--- config.mk ---
export PLATFORM = sky130hd
export DESIGN_NAME = fit_policy_block_allocator_top
export DESIGN_NICKNAME = d
export VERILOG_FILES = /design/src/fpba_pkg.sv /design/src/fpba_table.sv /design/src/fpba_ctrl.sv /design/src/fit_policy_block_allocator_top.sv
export SDC_FILE = /design/constraint.sdc
export NUM_CORES = 1
export LEC_CHECK = 0
export ABC_AREA = 1
export BUFFER_PORTS_ARGS = -buffer_cell sky130_fd_sc_hd__buf_4
export CORE_MARGIN = 8
export CORE_UTILIZATION = 35
export DETAILED_ROUTE_END_ITERATION = 7
export GPL_ROUTABILITY_DRIVEN = 1
export HOLD_SLACK_MARGIN = 0.02
export SKIP_CTS_REPAIR_TIMING = 1
export SYNTH_ARGS = -nofsm -noshare
export SYNTH_HDL_FRONTEND = slang
export SYNTH_SLANG_ARGS = --single-unit
--- constraint.sdc ---
create_clock -name clk -period 3.7 [get_ports clk]
set_input_delay 0.37 -clock clk [delete_from_list [all_inputs] [get_ports clk]]
set_output_delay 0.37 -clock clk [all_outputs]
set_load 0.05 [all_outputs]
--- src/fpba_pkg.sv ---
// fpba_pkg: shared types, constants and codes for the fit-policy block allocator.
// Has no dependencies; every module in src imports it.
`default_nettype none

package fpba_pkg;

	localparam int NUM_BLOCKS_DEF = 16;
	localparam int SIZE_BITS_DEF  = 16;

	// fixed field widths of the request, result and configuration ports
	localparam int IDX_FIELD_W  = 4;
	localparam int AMT_FIELD_W  = 16;
	localparam int MODE_W       = 2;
	localparam int COUNT_W      = 5;
	localparam int CFG_IDX_W    = 1;
	localparam int CFG_DATA_W   = 5;

	// fit_mode codes; the unused code behaves as first fit
	localparam logic [MODE_W-1:0] MODE_FIRST = 2'd0;
	localparam logic [MODE_W-1:0] MODE_BEST  = 2'd1;
	localparam logic [MODE_W-1:0] MODE_WORST = 2'd2;

	// configuration register indexes
	localparam logic [CFG_IDX_W-1:0] CFG_FIT_MODE    = 1'd0;
	localparam logic [CFG_IDX_W-1:0] CFG_BLOCK_COUNT = 1'd1;

	// request kinds
	localparam logic REQ_LOAD  = 1'b0;
	localparam logic REQ_ALLOC = 1'b1;

	typedef enum logic [1:0] {
		ST_IDLE,
		ST_SCAN,
		ST_DRAIN,
		ST_FINISH
	} fpba_state_t;

	typedef struct packed {
		logic                   granted;
		logic [IDX_FIELD_W-1:0] chosen_block;
		logic [AMT_FIELD_W-1:0] remaining_size;
	} fpba_res_t;

endpackage

`default_nettype wire

--- src/fpba_table.sv ---
// fpba_table: free-size memory, one write port and one registered read port.
// Depends on fpba_pkg for nothing but house conventions.
`default_nettype none

module fpba_table #(
	parameter int NUM_BLOCKS = 16,
	parameter int SIZE_BITS  = 16
) (
	input  wire logic                          clk,
	input  wire logic                          we,
	input  wire logic [$clog2(NUM_BLOCKS)-1:0] waddr,
	input  wire logic [SIZE_BITS-1:0]          wdata,
	input  wire logic [$clog2(NUM_BLOCKS)-1:0] raddr,
	output logic      [SIZE_BITS-1:0]          rdata
);
	import fpba_pkg::*;

	logic [SIZE_BITS-1:0] mem_q [NUM_BLOCKS];
	logic [SIZE_BITS-1:0] rdata_q;

	always_ff @(posedge clk) begin
		if (we) begin
			mem_q[waddr] <= wdata;
		end
		rdata_q <= mem_q[raddr];
	end

	assign rdata = rdata_q;

endmodule

`default_nettype wire

--- src/fpba_ctrl.sv ---
// fpba_ctrl: scan sequencer with the shared compare/subtract unit.
// Depends on fpba_pkg and fpba_table.
`default_nettype none

module fpba_ctrl #(
	parameter int NUM_BLOCKS = 16,
	parameter int SIZE_BITS  = 16
) (
	input  wire logic                                clk,
	input  wire logic                                arst_n,
	input  wire logic                                req_valid,
	output logic                                     req_ready,
	input  wire logic                                req_type,
	input  wire logic [fpba_pkg::IDX_FIELD_W-1:0]    load_index,
	input  wire logic [fpba_pkg::AMT_FIELD_W-1:0]    amount,
	input  wire logic [fpba_pkg::MODE_W-1:0]         fit_mode,
	input  wire logic [$clog2(NUM_BLOCKS+1)-1:0]     used,
	input  wire logic                                slot_free,
	output logic                                     res_valid,
	output fpba_pkg::fpba_res_t                      res
);
	import fpba_pkg::*;

	localparam int IDX_W = $clog2(NUM_BLOCKS);
	localparam int CNT_W = $clog2(NUM_BLOCKS + 1);

	fpba_state_t          state_q, state_d;
	logic [CNT_W-1:0]     cnt_q;
	logic [IDX_W-1:0]     idx_s1;
	logic                 vld_s1;
	logic [SIZE_BITS-1:0] amt_q;
	logic [SIZE_BITS-1:0] best_q;
	logic [IDX_W-1:0]     pick_q;
	logic                 found_q;

	logic                 mem_we;
	logic [IDX_W-1:0]     mem_waddr;
	logic [SIZE_BITS-1:0] mem_wdata;
	logic [SIZE_BITS-1:0] mem_rdata;
	logic                 fits, take;
	logic [SIZE_BITS-1:0] left;
	logic                 accept, load_ok;

	fpba_table #(
		.NUM_BLOCKS(NUM_BLOCKS),
		.SIZE_BITS (SIZE_BITS)
	) u_table (
		.clk  (clk),
		.we   (mem_we),
		.waddr(mem_waddr),
		.wdata(mem_wdata),
		.raddr(cnt_q[IDX_W-1:0]),
		.rdata(mem_rdata)
	);

	// shared compare/subtract unit
	assign fits = (mem_rdata >= amt_q);
	assign left = best_q - amt_q;

	always_comb begin
		take = 1'b0;
		if (vld_s1 && fits) begin
			if (!found_q) begin
				take = 1'b1;
			end else begin
				case (fit_mode)
					MODE_BEST:  take = (mem_rdata < best_q);
					MODE_WORST: take = (mem_rdata > best_q);
					default:    take = 1'b0;
				endcase
			end
		end
	end

	assign req_ready = (state_q == ST_IDLE);
	assign accept    = req_valid && req_ready;
	assign load_ok   = (32'(load_index) < NUM_BLOCKS);

	always_comb begin
		state_d   = state_q;
		mem_we    = 1'b0;
		mem_waddr = IDX_W'(load_index);
		mem_wdata = SIZE_BITS'(amount);
		res_valid = 1'b0;
		res       = '0;
		case (state_q)
			ST_IDLE: begin
				if (accept) begin
					if (req_type == REQ_LOAD) begin
						mem_we = load_ok;
					end else if (used == '0) begin
						state_d = ST_FINISH;
					end else begin
						state_d = ST_SCAN;
					end
				end
			end
			ST_SCAN: begin
				if (CNT_W'(cnt_q + 1'b1) == used) begin
					state_d = ST_DRAIN;
				end
			end
			ST_DRAIN: begin
				state_d = ST_FINISH;
			end
			ST_FINISH: begin
				if (slot_free) begin
					res_valid = 1'b1;
					if (found_q) begin
						mem_we             = 1'b1;
						mem_waddr          = pick_q;
						mem_wdata          = left;
						res.granted        = 1'b1;
						res.chosen_block   = IDX_FIELD_W'(pick_q);
						res.remaining_size = AMT_FIELD_W'(left);
					end
					state_d = ST_IDLE;
				end
			end
			default: state_d = ST_IDLE;
		endcase
	end

	always_ff @(posedge clk or negedge arst_n) begin
		if (!arst_n) begin
			state_q <= ST_IDLE;
			cnt_q   <= '0;
			vld_s1  <= 1'b0;
			found_q <= 1'b0;
		end else begin
			state_q <= state_d;
			vld_s1  <= (state_q == ST_SCAN);
			if (state_q == ST_SCAN) begin
				cnt_q <= CNT_W'(cnt_q + 1'b1);
			end else begin
				cnt_q <= '0;
			end
			if (accept) begin
				found_q <= 1'b0;
			end else if (take) begin
				found_q <= 1'b1;
			end
		end
	end

	always_ff @(posedge clk) begin
		idx_s1 <= cnt_q[IDX_W-1:0];
		if (accept) begin
			amt_q <= SIZE_BITS'(amount);
		end
		if (take) begin
			best_q <= mem_rdata;
			pick_q <= idx_s1;
		end
	end

endmodule

`default_nettype wire

--- src/fit_policy_block_allocator_top.sv ---
// fit_policy_block_allocator_top: stream wrapper, configuration registers and
// result register around fpba_ctrl. Depends on fpba_pkg, fpba_ctrl, fpba_table.
`default_nettype none

// Fit-policy block allocator.
// Requests enter on the s_axis group: tuser carries the kind (load or allocate),
// tdata carries the block index and the amount. A load request writes one
// block's free size and gives no result. An allocate request scans blocks
// 0 .. block_count-1 and picks the first, smallest or largest block that fits,
// as fit_mode says (ties go to the lower index), subtracts the request from it
// and returns one result on the m_axis group: tuser holds the grant flag and
// tdata the block index and the size left.
// Sequence: a load is written to the table at the edge that takes it. An allocate scans
// n blocks, n being block_count capped at NUM_BLOCKS: n table reads, one entry per cycle,
// through the one compare unit, a last compare, then write-back as the result is issued
// (block_count 0 goes straight to the final step). tready is high only idle.
// A finished result sits in an output register; the next request is taken
// while it waits. If the receiver stalls, a following allocate holds in its
// final step until the register empties.
// Reset clears the sequencer, the result register and the configuration
// (first fit, 16 blocks). The size table is not cleared: every block in use
// must be loaded before the first allocate.
// Configuration writes (cfg_we, cfg_index, cfg_data) take effect at once; the user must
// make them only while the block is idle, as the block itself does not enforce it.

module fit_policy_block_allocator_top #(
	parameter int NUM_BLOCKS = fpba_pkg::NUM_BLOCKS_DEF,
	parameter int SIZE_BITS  = fpba_pkg::SIZE_BITS_DEF
) (
	input  wire logic                               clk,
	input  wire logic                               arst_n,
	// request channel
	input  wire logic                               s_axis_tvalid,
	output logic                                    s_axis_tready,
	input  wire logic [23:0]                        s_axis_tdata,  // load_index[3:0], amount[19:4], zero pad
	input  wire logic                               s_axis_tuser,  // req_type
	// result channel
	output logic                                    m_axis_tvalid,
	input  wire logic                               m_axis_tready,
	output logic      [23:0]                        m_axis_tdata,  // chosen_block[3:0], remaining_size[19:4], zero pad
	output logic                                    m_axis_tuser,  // granted
	// configuration write port
	input  wire logic                               cfg_we,
	input  wire logic [fpba_pkg::CFG_IDX_W-1:0]     cfg_index,
	input  wire logic [fpba_pkg::CFG_DATA_W-1:0]    cfg_data
);
	import fpba_pkg::*;

	localparam int CNT_W = $clog2(NUM_BLOCKS + 1);

	logic [MODE_W-1:0]  fit_mode_q;
	logic [COUNT_W-1:0] block_count_q;
	logic [CNT_W-1:0]   used;

	logic       out_valid_q;
	fpba_res_t  out_q;
	fpba_res_t  res;
	logic       res_valid;
	logic       slot_free;

	// config registers
	always_ff @(posedge clk or negedge arst_n) begin
		if (!arst_n) begin
			fit_mode_q    <= MODE_FIRST;
			block_count_q <= COUNT_W'(16);
		end else if (cfg_we) begin
			case (cfg_index)
				CFG_FIT_MODE:    fit_mode_q    <= cfg_data[MODE_W-1:0];
				CFG_BLOCK_COUNT: block_count_q <= cfg_data[COUNT_W-1:0];
				default: ;
			endcase
		end
	end

	// blocks in use, saturated at the table depth
	always_comb begin
		if (32'(block_count_q) > NUM_BLOCKS) begin
			used = CNT_W'(NUM_BLOCKS);
		end else begin
			used = CNT_W'(block_count_q);
		end
	end

	// result register is free when empty or being drained this cycle
	assign slot_free = !out_valid_q || m_axis_tready;

	fpba_ctrl #(
		.NUM_BLOCKS(NUM_BLOCKS),
		.SIZE_BITS (SIZE_BITS)
	) u_ctrl (
		.clk       (clk),
		.arst_n    (arst_n),
		.req_valid (s_axis_tvalid),
		.req_ready (s_axis_tready),
		.req_type  (s_axis_tuser),
		.load_index(s_axis_tdata[3:0]),
		.amount    (s_axis_tdata[19:4]),
		.fit_mode  (fit_mode_q),
		.used      (used),
		.slot_free (slot_free),
		.res_valid (res_valid),
		.res       (res)
	);

	always_ff @(posedge clk or negedge arst_n) begin
		if (!arst_n) begin
			out_valid_q <= 1'b0;
		end else if (res_valid) begin
			out_valid_q <= 1'b1;
		end else if (m_axis_tready) begin
			out_valid_q <= 1'b0;
		end
	end

	always_ff @(posedge clk) begin
		if (res_valid) begin
			out_q <= res;
		end
	end

	assign m_axis_tvalid = out_valid_q;
	assign m_axis_tuser  = out_q.granted;
	assign m_axis_tdata  = {4'd0, out_q.remaining_size, out_q.chosen_block};

endmodule

`default_nettype wire

==> results.toml <==
[run_status]
outcome = "complete, no violations"

[cts]
insertion_delay_ns = 0.55
clockRootBuffer = "clkbuf_16"
clkTransAtPathRegs_ns = 0.06
cts_tree = "yes"
cts-htree-levels = 2
clock_sinks = 350
clockBufferDepth = 3
cts_buffers = 38

[worst_setup_path]
slowest_stage = "o21ai_1"
cp-start-kind = "register"
critPathRequiredTime_ns = 3.86
cp_max_fo = 16
slowest_delay_ns = 0.97
critical_path_class = "reg -> reg"
crit_arrival_ns = 3.03
end_kind = "register"
crit_chain = "ha_1 > nand2_1 > o21ai_2 > a21o_1 > xor2_1 > inv_1 > o21ai_1"

[logic_synthesis]
synth_cell_types = 47
syn_area_per_cell_um2 = 11.88
synth_top_area_share_pct = 61.75
async_flop_share_pct = 4.857
synth_edf_count = 313
synth_area_leader_cell = "edfxtp_1"
syn_inst = 1281
synthTopCellsByArea = "edfxtp_1 (62%), nand2_1 (5.8%), ha_1 (4.4%)"
syn_area_mm2 = 0.01522
synth-seq-cells = 350
ys_warn_count = 0
synth_most_common_cell = "edfxtp_1"
yosys-top-cells-count = "edfxtp_1 (313), nand2_1 (237), nor2_1 (123), inv_1 (96), o21ai_0 (90)"
ys_seq_area_share_pct = 67.18
synth_flop_cell = "edfxtp_1"

[timing]
max_slew_margin_pct = 14.38
fin_crit_sh_pct = 77.54
grt_setup_unrepaired = "no"
finalClockSkew_ns = 0.01235
fin_ws_ns = 0.8309
fmax_mhz = 348.5
tightest_slew_ns = 1.276
setup_viol = 0
final_max_slew_viol_count = 0
setup-tns-final_ns = 0
hold_violations = 0
min_period_ns = 2.869

[route]
vias = 9991
drc = 0
drt-vias-per-instance = 5.021
wl_per_cell_um = 18.93
dr.pass1.iters = 5
wl_um = 37670
ant_nets = 0
first_iter_violations = 922

[final_layout]
area_growth_pct = 16.12
drive_above_1_share_pct = 14.95
fin_nets = 1470
diodes = 0
multi_input_area_mm2 = 0.004289
num-fill-cells = 3982
instances_no_fill = 1990
final-seq-area_mm2 = 0.01023
fin_area_mm2 = 0.01767

[placed_design]
portBuffers = 54
hpwl_um = 23990
dp_cells = 1907
placed_area_mm2 = 0.01635
pre_cts_ws_ns = 0.9087
place.gp.congestion = 0.8769

[die]
dieArea_mm2 = 0.05042
die_h_um = 224.5
dieWidth_um = 224.5
initial_core_util_pct = 35.41
row_count = 76
io_pins = 63
coreArea_mm2 = 0.04298

[flow_run]
cap_violations = 0

[grt]
grt_pass1_wl_um = 56720
overflow = 0
antenna_found_initial = 2
grt_pass1_vias = 9574
grtUsageTotal_pct = 14.67
grt_max_degree = 78

[power_and_ir_drop]
peakVddDrop_mv = 0.2956
powerDensity_mw_per_mm2 = 678.6
p_leak_nw = 6.869
total_power_mw = 11.99

[worst_hold_path]
min_path_type = "in -> reg"
[power by group]
part	total (mW)	internal [mW]	switching, mW
registers	5.08	4.81	0.270
clock network	3.53	2.00	1.53
logic	3.38	1.07	2.31
[path summary, 6_finish.rpt]
path | startpoint | endpoint | slack (ns) | depth (start not counted)
setup / recovery | u_ctrl.best_q[2]$_DFFE_PP_ | u_ctrl.u_table.mem_q[14][5]$_DFFE_PP_ | 0.83 | 7
hold / removal | m_axis_tready | m_axis_tvalid$_DFFE_PN0P_ | 0.04 | 2
setup reg to reg | u_ctrl.best_q[2]$_DFFE_PP_ | u_ctrl.u_table.mem_q[14][5]$_DFFE_PP_ | 0.83 | 7
hold reg to reg | u_ctrl.idx_s1[1]$_DFF_P_ | u_ctrl.pick_q[1]$_DFFE_PP_ | 0.40 | 0
max in group asynchronous | arst_n | block_count_q[4]$_DFFE_PN1P_ | 3.17 | 2
min in group asynchronous | arst_n | u_ctrl.vld_s1$_DFF_PN0_ | 0.27 | 2
[per-stage QoR]
step,hold WS (ns),util [%]
after floorplan,0.07441,-
after global placement,0.2515,38.05
after detailed placement,0.2584,38.05
after CTS,-0.3229,40.73
after global routing,0.05244,41.12
final,0.03952,41.12
[cell usage in the layout (no fill, tap or decap), types with 17 or more instances in the layout]
master and instances:
o21ai_0 90, a21oi_1 64, edfxtp_1 313, dfxtp_1 20, buf_4 93, nor2_2 17, nor2_1 107, o21ai_1 26
dlygate4sd3_1 17, clkbuf_16 38, inv_1 96, o22ai_1 19, nand2_1 237, ha_1 54, nand3_1 71
[layout make-up]
class / count / area share, %
clock buffer: 46 / 5.607
clock inverter: 20 / 0.8990
inverter: 102 / 2.180
multi-input combinational: 776 / 24.27
sequential: 350 / 57.88
tap: 585 / 4.141
timing repair buffer: 111 / 5.026
[layer usage]
metal / vias up / global-route usage (%) / share of wire (%)
met2: 307 / 24.06 / 47
met4: 0 / 4.410 / 2.4
met3: 59 / 2.775 / 6.4
li1: 4745 / - / -
met5: - / 0 / 0
met1: 4880 / 19.59 / 44
[registers in the layout, indices dropped and copies added, names as in the netlist]
| name | count |
|---|---|
| u_ctrl.u_table.mem_q | 256 |
| m_axis_tdata | 20 |
| u_ctrl.amt_q | 16 |
| u_ctrl.best_q | 16 |
| u_ctrl.u_table.rdata | 16 |
| block_count_q | 5 |
| u_ctrl.cnt_q | 5 |
| u_ctrl.idx_s1 | 4 |
| u_ctrl.pick_q | 4 |
| fit_mode_q | 2 |
| u_ctrl.state_q | 2 |
| m_axis_tuser | 1 |
| m_axis_tvalid | 1 |
| u_ctrl.found_q | 1 |
| u_ctrl.vld_s1 | 1 |
[worst max-delay path: cells and delay by family (launching register included)]
family                     cells  cell delay [ns]
AOI/OAI and AO/OA              3             1.39
buffers and inverters          1             0.08
adders and majority gates      1             0.37
and+or+nand+nor                1             0.08
DFF                            1             0.40
xor gates and xnor gates       1             0.16
[logic make-up after synthesis]
kind of cell               count (synthesis)  share of synthesized area [%]
AOI/OAI and AO/OA                        243                          9.881
xor gates and xnor gates                   8                         0.4604
adders and majority gates                 55                          4.571
buffers and inverters                    158                          4.998
DFF                                      350                          67.18
muxes                                      1                        0.07398
other                                      1                        0.02464
and+or+nand+nor                          465                          12.81
(Power assumes the default switching activity.)
